===== src/hw/rtl/mfh_pkg.sv =====
// Shared types and constants for the mutex lock with a waiting-thread queue.
package mfh_pkg;

  localparam int TID_W        = 4;
  localparam int THREAD_COUNT = 16;
  localparam int STATUS_W     = 3;
  localparam int WCOUNT_W     = 5;

  localparam logic OP_ACQUIRE = 1'b0;
  localparam logic OP_RELEASE = 1'b1;

  typedef enum logic [1:0] {
    CMD_ACQUIRE = 2'd0,
    CMD_RELEASE = 2'd1,
    CMD_IGNORE  = 2'd2
  } cmd_kind_t;

  typedef enum logic [STATUS_W-1:0] {
    ST_GRANTED = 3'd0,
    ST_ALREADY = 3'd1,
    ST_QUEUED  = 3'd2,
    ST_FREED   = 3'd3,
    ST_HANDOFF = 3'd4,
    ST_IGNORED = 3'd5,
    ST_FULL    = 3'd6
  } status_t;

  typedef struct packed {
    cmd_kind_t          kind;
    logic [TID_W-1:0]   tid;
  } cmd_t;

  typedef struct packed {
    status_t               status;
    logic                  wake_valid;
    logic [TID_W-1:0]      wake_thread;
    logic                  lock_held;
    logic [TID_W-1:0]      lock_owner;
    logic                  caller_holds;
    logic [WCOUNT_W-1:0]   waiter_count;
  } res_t;

endpackage


===== src/hw/rtl/mfh_front.sv =====
// Request intake: classifies each request and holds it in a two-entry command queue.
module mfh_front
  import mfh_pkg::*;
(
  input  logic             clk,
  input  logic             rst_n,
  input  logic             push,
  output logic             full,
  input  logic             in_opcode,
  input  logic [TID_W-1:0] in_thread_id,
  output logic             cmd_valid,
  output cmd_t             cmd,
  input  logic             cmd_take
);

  cmd_t       slot_r [2];
  logic       wr_ptr_r, wr_ptr_nxt;
  logic       rd_ptr_r, rd_ptr_nxt;
  logic [1:0] count_r, count_nxt;
  cmd_t       new_cmd;
  logic       do_push;
  logic       do_pop;

  always_comb begin
    new_cmd.tid = in_thread_id;
    if ({1'b0, in_thread_id} >= (TID_W+1)'(THREAD_COUNT)) begin
      new_cmd.kind = CMD_IGNORE;
    end else if (in_opcode == OP_RELEASE) begin
      new_cmd.kind = CMD_RELEASE;
    end else begin
      new_cmd.kind = CMD_ACQUIRE;
    end
  end

  assign full      = (count_r == 2'd2);
  assign cmd_valid = (count_r != 2'd0);
  assign cmd       = slot_r[rd_ptr_r];
  assign do_push   = push && !full;
  assign do_pop    = cmd_take && cmd_valid;

  always_comb begin
    wr_ptr_nxt = do_push ? ~wr_ptr_r : wr_ptr_r;
    rd_ptr_nxt = do_pop ? ~rd_ptr_r : rd_ptr_r;
    count_nxt  = count_r + {1'b0, do_push} - {1'b0, do_pop};
  end

  always_ff @(posedge clk) begin
    if (do_push) begin
      slot_r[wr_ptr_r] <= new_cmd;
    end
  end

  always_ff @(posedge clk) begin
    if (!rst_n) begin
      wr_ptr_r <= 1'b0;
      rd_ptr_r <= 1'b0;
      count_r  <= 2'd0;
    end else begin
      wr_ptr_r <= wr_ptr_nxt;
      rd_ptr_r <= rd_ptr_nxt;
      count_r  <= count_nxt;
    end
  end

endmodule


===== src/hw/rtl/mfh_back.sv =====
// Lock unit: owner register, waiter memory with its pointers, and the request sequencer.
module mfh_back
  import mfh_pkg::*;
#(
  parameter int QUEUE_DEPTH = 16
)
(
  input  logic clk,
  input  logic rst_n,
  input  logic cmd_valid,
  input  cmd_t cmd,
  output logic cmd_take,
  input  logic res_room,
  output logic res_push,
  output res_t res
);

  localparam int PTR_W = (QUEUE_DEPTH > 1) ? $clog2(QUEUE_DEPTH) : 1;
  localparam int CNT_W = $clog2(QUEUE_DEPTH + 1);

  typedef enum logic {S_IDLE, S_EXEC} state_t;

  state_t           state_r, state_nxt;
  cmd_t             cmd_r, cmd_nxt;
  logic             owner_valid_r, owner_valid_nxt;
  logic [TID_W-1:0] owner_id_r, owner_id_nxt;
  logic [PTR_W-1:0] head_r, head_nxt;
  logic [PTR_W-1:0] tail_r, tail_nxt;
  logic [CNT_W-1:0] count_r, count_nxt;
  logic [TID_W-1:0] waiter_mem [QUEUE_DEPTH];
  logic [TID_W-1:0] rd_data_r;
  logic             mem_wr;
  logic             is_owner;
  status_t          status;
  logic             wake;
  logic [CNT_W+WCOUNT_W-1:0] count_ext;

  function automatic logic [PTR_W-1:0] next_slot(input logic [PTR_W-1:0] p);
    next_slot = (p == PTR_W'(QUEUE_DEPTH - 1)) ? '0 : p + PTR_W'(1);
  endfunction

  assign is_owner = owner_valid_r && (owner_id_r == cmd_r.tid);

  always_comb begin
    state_nxt       = state_r;
    cmd_nxt         = cmd_r;
    owner_valid_nxt = owner_valid_r;
    owner_id_nxt    = owner_id_r;
    head_nxt        = head_r;
    tail_nxt        = tail_r;
    count_nxt       = count_r;
    cmd_take        = 1'b0;
    res_push        = 1'b0;
    mem_wr          = 1'b0;
    status          = ST_IGNORED;
    wake            = 1'b0;
    case (cmd_r.kind)
      CMD_ACQUIRE: begin
        if (is_owner) begin
          status = ST_ALREADY;
        end else if (!owner_valid_r) begin
          status = ST_GRANTED;
        end else if (count_r == CNT_W'(QUEUE_DEPTH)) begin
          status = ST_FULL;
        end else begin
          status = ST_QUEUED;
        end
      end
      CMD_RELEASE: begin
        if (!is_owner) begin
          status = ST_IGNORED;
        end else if (count_r != '0) begin
          status = ST_HANDOFF;
          wake   = 1'b1;
        end else begin
          status = ST_FREED;
        end
      end
      default: begin
        status = ST_IGNORED;
      end
    endcase
    case (state_r)
      S_IDLE: begin
        if (cmd_valid) begin
          cmd_take  = 1'b1;
          cmd_nxt   = cmd;
          state_nxt = S_EXEC;
        end
      end
      S_EXEC: begin
        if (res_room) begin
          res_push  = 1'b1;
          state_nxt = S_IDLE;
          case (status)
            ST_GRANTED: begin
              owner_valid_nxt = 1'b1;
              owner_id_nxt    = cmd_r.tid;
            end
            ST_QUEUED: begin
              mem_wr    = 1'b1;
              tail_nxt  = next_slot(tail_r);
              count_nxt = count_r + CNT_W'(1);
            end
            ST_HANDOFF: begin
              owner_id_nxt = rd_data_r;
              head_nxt     = next_slot(head_r);
              count_nxt    = count_r - CNT_W'(1);
            end
            ST_FREED: begin
              owner_valid_nxt = 1'b0;
              owner_id_nxt    = '0;
            end
            default: begin
            end
          endcase
        end
      end
      default: begin
        state_nxt = S_IDLE;
      end
    endcase
  end

  assign count_ext = {{WCOUNT_W{1'b0}}, count_nxt};

  always_comb begin
    res.status       = status;
    res.wake_valid   = wake;
    res.wake_thread  = wake ? rd_data_r : '0;
    res.lock_held    = owner_valid_nxt;
    res.lock_owner   = owner_valid_nxt ? owner_id_nxt : '0;
    res.caller_holds = owner_valid_nxt && (owner_id_nxt == cmd_r.tid);
    res.waiter_count = count_ext[WCOUNT_W-1:0];
  end

  always_ff @(posedge clk) begin
    if (mem_wr) begin
      waiter_mem[tail_r] <= cmd_r.tid;
    end
    rd_data_r <= waiter_mem[head_r];
  end

  always_ff @(posedge clk) begin
    cmd_r <= cmd_nxt;
    if (!rst_n) begin
      state_r       <= S_IDLE;
      owner_valid_r <= 1'b0;
      owner_id_r    <= '0;
      head_r        <= '0;
      tail_r        <= '0;
      count_r       <= '0;
    end else begin
      state_r       <= state_nxt;
      owner_valid_r <= owner_valid_nxt;
      owner_id_r    <= owner_id_nxt;
      head_r        <= head_nxt;
      tail_r        <= tail_nxt;
      count_r       <= count_nxt;
    end
  end

  assert property (@(posedge clk) disable iff (!rst_n)
    count_r <= CNT_W'(QUEUE_DEPTH))
    else $error("waiter count exceeds the queue depth");

  assert property (@(posedge clk) disable iff (!rst_n)
    (count_r != '0) |-> owner_valid_r)
    else $error("threads are waiting on a free lock");

  assert property (@(posedge clk) disable iff (!rst_n)
    !owner_valid_r |-> (owner_id_r == '0))
    else $error("free lock carries a stale owner id");

  assert property (@(posedge clk) disable iff (!rst_n)
    res_push |=> (state_r == S_IDLE) && $stable(cmd_r))
    else $error("sequencer did not return to idle after a result transfer");

endmodule


===== src/hw/rtl/mfh_resq.sv =====
// Result queue: two entries that part the lock unit from the consumer.
module mfh_resq
  import mfh_pkg::*;
(
  input  logic clk,
  input  logic rst_n,
  input  logic res_push,
  input  res_t res,
  output logic res_room,
  output logic empty,
  input  logic pop,
  output res_t head
);

  res_t       slot_r [2];
  logic       wr_ptr_r, wr_ptr_nxt;
  logic       rd_ptr_r, rd_ptr_nxt;
  logic [1:0] count_r, count_nxt;
  logic       do_push;
  logic       do_pop;

  assign res_room = (count_r != 2'd2);
  assign empty    = (count_r == 2'd0);
  assign head     = slot_r[rd_ptr_r];
  assign do_push  = res_push && res_room;
  assign do_pop   = pop && !empty;

  always_comb begin
    wr_ptr_nxt = do_push ? ~wr_ptr_r : wr_ptr_r;
    rd_ptr_nxt = do_pop ? ~rd_ptr_r : rd_ptr_r;
    count_nxt  = count_r + {1'b0, do_push} - {1'b0, do_pop};
  end

  always_ff @(posedge clk) begin
    if (do_push) begin
      slot_r[wr_ptr_r] <= res;
    end
  end

  always_ff @(posedge clk) begin
    if (!rst_n) begin
      wr_ptr_r <= 1'b0;
      rd_ptr_r <= 1'b0;
      count_r  <= 2'd0;
    end else begin
      wr_ptr_r <= wr_ptr_nxt;
      rd_ptr_r <= rd_ptr_nxt;
      count_r  <= count_nxt;
    end
  end

endmodule


===== src/hw/rtl/mutex_fifo_handoff_top.sv =====
// Top level of the hardware mutex with a first-in first-out queue of waiting threads.
// Requests enter a two-entry command queue, and the lock unit then takes one request at a
// time: while it takes the request, the oldest waiter is fetched from the waiter memory,
// whose read port is registered; then it updates the owner and the queue pointers and
// writes the result, waiting while the result queue has no room. It takes no new request
// until it has written the result of the last one.
// Results wait in a two-entry queue, so the intake keeps taking requests while the consumer
// stalls, until both small queues are full.
module mutex_fifo_handoff_top
  import mfh_pkg::*;
#(
  parameter int QUEUE_DEPTH = 16
)
(
  input  logic                clk,
  input  logic                rst_n,
  input  logic                push,
  output logic                full,
  input  logic                in_opcode,
  input  logic [TID_W-1:0]    in_thread_id,
  output logic                empty,
  input  logic                pop,
  output logic [STATUS_W-1:0] out_status,
  output logic                out_wake_valid,
  output logic [TID_W-1:0]    out_wake_thread,
  output logic                out_lock_held,
  output logic [TID_W-1:0]    out_lock_owner,
  output logic                out_caller_holds,
  output logic [WCOUNT_W-1:0] out_waiter_count
);

  logic cmd_valid;
  cmd_t cmd;
  logic cmd_take;
  logic res_room;
  logic res_push;
  res_t res;
  res_t head;

  mfh_front u_front (
    .clk          (clk),
    .rst_n        (rst_n),
    .push         (push),
    .full         (full),
    .in_opcode    (in_opcode),
    .in_thread_id (in_thread_id),
    .cmd_valid    (cmd_valid),
    .cmd          (cmd),
    .cmd_take     (cmd_take)
  );

  mfh_back #(
    .QUEUE_DEPTH (QUEUE_DEPTH)
  ) u_back (
    .clk       (clk),
    .rst_n     (rst_n),
    .cmd_valid (cmd_valid),
    .cmd       (cmd),
    .cmd_take  (cmd_take),
    .res_room  (res_room),
    .res_push  (res_push),
    .res       (res)
  );

  mfh_resq u_resq (
    .clk      (clk),
    .rst_n    (rst_n),
    .res_push (res_push),
    .res      (res),
    .res_room (res_room),
    .empty    (empty),
    .pop      (pop),
    .head     (head)
  );

  assign out_status       = head.status;
  assign out_wake_valid   = head.wake_valid;
  assign out_wake_thread  = head.wake_thread;
  assign out_lock_held    = head.lock_held;
  assign out_lock_owner   = head.lock_owner;
  assign out_caller_holds = head.caller_holds;
  assign out_waiter_count = head.waiter_count;

endmodule


===== config.mk =====
export PLATFORM = sky130hd
export DESIGN_NAME = mutex_fifo_handoff_top
export DESIGN_NICKNAME = d
export VERILOG_FILES = /design/src/hw/rtl/mfh_pkg.sv /design/src/hw/rtl/mfh_front.sv /design/src/hw/rtl/mfh_back.sv /design/src/hw/rtl/mfh_resq.sv /design/src/hw/rtl/mutex_fifo_handoff_top.sv
export SDC_FILE = /design/constraint.sdc
export NUM_CORES = 1
export LEC_CHECK = 0
export BUFFER_PORTS_ARGS = -buffer_cell sky130_fd_sc_hd__buf_2
export CORE_UTILIZATION = 30
export CTS_CLUSTER_DIAMETER = 100
export DETAILED_ROUTE_END_ITERATION = 16
export GPL_ROUTABILITY_DRIVEN = 0
export HOLD_SLACK_MARGIN = 0.08
export SLEW_MARGIN = 25
export SYNTH_ARGS = -nofsm -noshare
export SYNTH_HDL_FRONTEND = slang
export SYNTH_SLANG_ARGS = --single-unit

===== constraint.sdc =====
create_clock -name clk -period 2.9 [get_ports clk]
set_input_delay 0.87 -clock clk [delete_from_list [all_inputs] [get_ports clk]]
set_output_delay 0.87 -clock clk [all_outputs]
set_load 0.1 [all_outputs]

======== After elaboration in Yosys (flattened, before gate mapping) ========
Memory sizes are Yosys's and may differ from the RTL's. A register that Yosys moved wholly into a read port is not among the register bits.
Cells that the tools add are included.
cells by class
  eq/ne operators ......................... 11
  $add $sub $neg .......................... 8
  bitwise operators ....................... 5
  muxes and demuxes ....................... 40
  reduce and logical (&&, ||, !) cells .... 16
operators by type and width
  kind                                                                 number
  4-bit two-way mux                                                    6
  1-bit two-way mux                                                    22
  3-bit two-way mux                                                    5
  4-bit one-hot mux with 3 select lines                                1
  5-bit two-way mux                                                    2
  5-bit one-hot mux with 2 select lines                                1
  4-bit by 1-bit adder with 4-bit output (second input constant)       2
  4-bit == test                                                        2
  4-bit == test (second input constant)                                2
  3-bit by 2-bit == test with 1-bit output (second input constant)     2
  1-bit logical AND                                                    6
  3-bit one-hot mux with 2 select lines                                1
  3-bit AND reduction                                                  2
  5-bit by 1-bit adder with 5-bit output (second input constant)       1
  5-bit == test (second input constant)                                1
  1-bit inverter                                                       5
  5-bit nonzero test                                                   1
  5-bit by 1-bit subtractor with 5-bit output (second input constant)  1
  2-bit by 1-bit adder with 2-bit output                               2
  2-bit zero test                                                      2
  1-bit one-hot mux with 2 select lines                                2
  2-bit by 1-bit subtractor with 2-bit output                          2
  3-bit == test (second input constant)                                1
  3-bit zero test                                                      1
  6 further kinds                                                      7
word-level totals
  output and inout bits ................... 21
  memories kept ........................... 3
  register bits ........................... 29
  bits in writable memories ............... 112
  logic and storage cells ................. 96
memory list
  name               depth  bits a word  read ports  clocked after Yosys merged registers in  wr ports  RTL line         source
  u_back.waiter_mem  16     4            1           1                                        1         mfh_back.sv:30   logic [TID_W-1:0] waiter_mem [QUEUE_DEPTH];
  u_resq.slot_r      2      19           1           1                                        1         mfh_resq.sv:15   res_t slot_r [2];
  u_front.slot_r     2      5            1           1                                        1         mfh_front.sv:16  cmd_t slot_r [2];

======== Longest topological paths before layout ========
  word-level depth ........................ 11
  depth in mapped cells ................... 11
  mapped depth without buffers ............ 11

======== By module ========
Synthesis repeated with hierarchy kept, for this count alone.
unflattened totals
  cell total of the unflattened synthesis .. 422
  area, all modules ....................... 6,555.0 um2
modules (own cells, without submodules)
  module     times used  sequential area each (um2)  area an instance (um2)  cells each
  mfh_back   1           2,562.5                     4,295.4                 296
  mfh_resq   1           1,241.2                     1,656.6                 83
  mfh_front  1           400.4                       603.1                   43

======== Worst setup path after synthesis ========
No wires, ideal clock.
  path kind ............................... register to register
  start point ............................. reg u_resq.count_r[1]
  end point ............................... reg u_resq.count_r[1]
  data required time ...................... 2,785 ps
  slack ................................... 26 ps
  arrival ................................. 2,760 ps
  path buffers ............................ 0
  library setup time ...................... 115 ps
  cell stages (with the launch flop) ...... 9
  cell sequence ........................... dfxtp_1 -> nor2_1 -> nor2b_1 -> ha_1 -> inv_1 -> ha_1 -> xnor2_1 -> xnor2_1 -> and2_1
between the ends
  elaborated cells on any way between the ends .. 9
  those cells by class .................... add/sub: 2; eq/ne: 1; mux: 2; reduce/logical: 4
RTL lines
  what                                         RTL line                      source
  from (decl)                                  mfh_resq.sv:18                logic [1:0] count_r, count_nxt;
  from (signal assigned)                       mfh_resq.sv:48                count_r <= count_nxt;
  2-bit zero test                              mfh_resq.sv:23                assign empty = (count_r == 2'd0);
  via empty                                    mutex_fifo_handoff_top.sv:21  output logic empty,
  1-bit zero test                              mfh_resq.sv:26                assign do_pop = pop && !empty;
  1-bit logical AND                            mfh_resq.sv:26
  via u_resq.do_pop                            mfh_resq.sv:20                logic do_pop;
  2-bit by 1-bit subtractor with 2-bit output  mfh_resq.sv:31                count_nxt = count_r + {1'b0, do_push} - {1'b0, do_pop};
The timed path passes the listed nets, and every way through them passes these cells.
A chain may end at the register's enable or synchronous reset.

==> reports/metrics.yaml <==
outcome: "finished clean"
yosys_warnings: 0
drive_gt1_frac: 0.284
grt_usage: 0.115
synth_edf_count: 117
hold_viol_final: 0
setup_viol: 0
routed_wl_mm: 11.6
synthTopCellsByArea: "edfxtp_1 56%, dfxtp_1 10%, mux4_2 7.2%"
hp-class: "register to register"
grt_pass1_vias: 3472
cts.sinks: 149
post-route-period-util: 0.930
grt_pass1_wl_mm: 18.9
place_inst: 706
hold_depth: 1
tns_ns: 0
maxSlewHeadroom: 0.569
yosysUniqueCellTypes: 49
drtPass1Iterations: 4
fin_util: 0.364
yosysSeqAreaShare: 0.660
fin_crit_ns: 2.70
detail-route-antenna-nets: 0
clkSlewWorstSetupHoldPaths_ns: 0.06
tightest_slew_ns: 0.645
rsz0062_at_grt: "no"
critical_path_class: "register to register"
report.power.total_mw: 7.06
nNetsFinal: 477
syn2layout_area_growth_pct: 18.2
slew_viol_final: 0
clock_latency_ns: 0.42
cp.arrival_ns: 3.00
final_cell_mix: "117 x edfxtp_1, 32 x dfxtp_1, 29 x nor2_1, 29 x buf_2, 25 x mux2_2"
postCtsHoldBufs: 0
grt_max_degree: 29
drt_iter0_markers: 243
cp.required_ns: 3.21
num_vias: 3350
routed_via_density: 4.53
cp_max_fo: 6
ir_drop_mv: 0.419
power_density_mw_per_mm2: 948
synth_top_area_cell: "edfxtp_1"
die-area_mm2: 0.0216
pin_count: 30
ys.flop_type: "edfxtp_1"
coreArea_mm2: 0.0204
stdcell_count: 739
cts_max_level: 4
netlist.area_leader.share: 0.558
clock.fmax_mhz: 371
reg2regPathDepth: 10
cts_tree: "built"
antenna_found_initial: 1
ys_async_sr_fraction: 0
syn_nets: 429
overflow: 0
die_h_um: 147
cts_buffer_depth: 2
mostFrequentLayoutCell: "edfxtp_1"
drcViolationCount: 0
io_buffer_count: 29
avgRoutedWirePerCell_um: 15.7
synth_seq_cells: 149
root_buffer: "clkbuf_16"
maxCapViolCount: 0
worst_setup_path_start_kind: "register"
clock_skew_ns: 0.00596
power.leakage_nw: 2.58
start_util: 0.308
cts_buffers: 17
dpl.hpwl_mm: 8.03
avgSynthCellArea_um2: 15.5
syn_inst: 407
synth_area_mm2: 0.00630
die_x_um: 147
end_kind: "register"
rows: 52
## routing by layer
metal	vias up	global-route usage	routed length, µm
met5	-	0	17
met4	2	0.0407	158
met3	14	0.0332	482
met2	63	0.186	5580
met1	1657	0.147	5330
li1	1614	-	-
## where the power goes
part | switching [mW] | leakage, nW | internal [mW] | total, mW
clock network | 0.888 | 0.296 | 1.30 | 2.19
registers | 0.123 | 1.34 | 2.68 | 2.80
logic | 1.55 | 0.947 | 0.519 | 2.07
total | 2.56 | 2.58 | 4.49 | 7.06
## timing repair
item | CTS | global route
setup endpoints to repair | 0 | 3
buffers inserted | 0 | 0
hold endpoints to repair | 0 | 0
gates resized for setup | 0 | 1
## worst max-delay path: stages, from the launching register on
cell and delay [ns]:
dfxtp_1 0.36, or4_1 0.59, nor2_4 0.24, nor3_2 0.11, ha_1 0.32, nor2b_1 0.15
o21a_1 0.19, nor3_1 0.18, o32ai_2 0.12, xnor2_1 0.18, and2_1 0.17
## logic make-up (layout without fill, tap and decap cells)
kind of cell | count (synthesis) | after routing | share of synthesized area
flops | 149 | 149 | 0.660
simple gates | 110 | 110 | 0.0963
mux | 55 | 55 | 0.133
buf+inv | 31 | 92 | 0.0193
compound gates | 30 | 30 | 0.0338
xor+xnor | 19 | 19 | 0.0312
fa+ha+maj | 13 | 13 | 0.0270
other cells | 0 | 1 | 0
## stage by stage
| step | worst slack, ns | hold slack (ns) | cell area (µm²) |
|---|---|---|---|
| detailed placement | 0.127 | 0.516 | 6840 |
| global placement | 0.243 | 0.500 | 6840 |
| global route | 0.0288 | 0.561 | 7440 |
| finish | 0.203 | 0.524 | 7440 |
| floorplan | 0.0255 | 0.484 | 6300 |
| CTS | 0.106 | 0.534 | 7430 |
## Yosys cell counts (9+ instances only)
cell type	number
dfxtp_1	32
mux4_2	20
edfxtp_1	117
and2_1	14
ha_1	12
inv_1	15
nor2b_1	13
xnor2_1	12
mux2_2	25
nand2_1	20
clkbuf_1	10
nor2_1	29
mux2i_1	9
## flip-flops by register name, summed over array words and instances (netlist names), 5 cells and up, named ones only
signal	cells
u_back.cmd_r	5
u_back.waiter_mem	64
u_back.count_r	5
u_resq.slot_r	38
u_front.slot_r	10
## path summary, 6_finish.rpt
| path | start | to | slack [ns] |
|---|---|---|---|
| max | u_back.count_r[0]$_SDFF_PN0_ | u_back.count_r[4]$_SDFF_PN0_ | 0.20 |
| min reg2reg | u_front.count_r[0]$_SDFF_PN0_ | u_back.state_r$_SDFF_PN0_ | 0.52 |
| min | u_front.count_r[0]$_SDFF_PN0_ | u_back.state_r$_SDFF_PN0_ | 0.52 |
| max reg2reg | u_back.count_r[0]$_SDFF_PN0_ | u_back.count_r[4]$_SDFF_PN0_ | 0.20 |
## cell type report
class | count | area (µm²)
inverter | 15 | 56.3
tap | 270 | 338
multi-input combinational | 227 | 2030
fill | 1896 | 13000
timing repair buffer | 45 | 265
clock buffer | 18 | 429
clock inverter | 14 | 169
antenna | 1 | 2.50
sequential | 149 | 4150
Note: power is estimated with default switching activity, not from simulation.
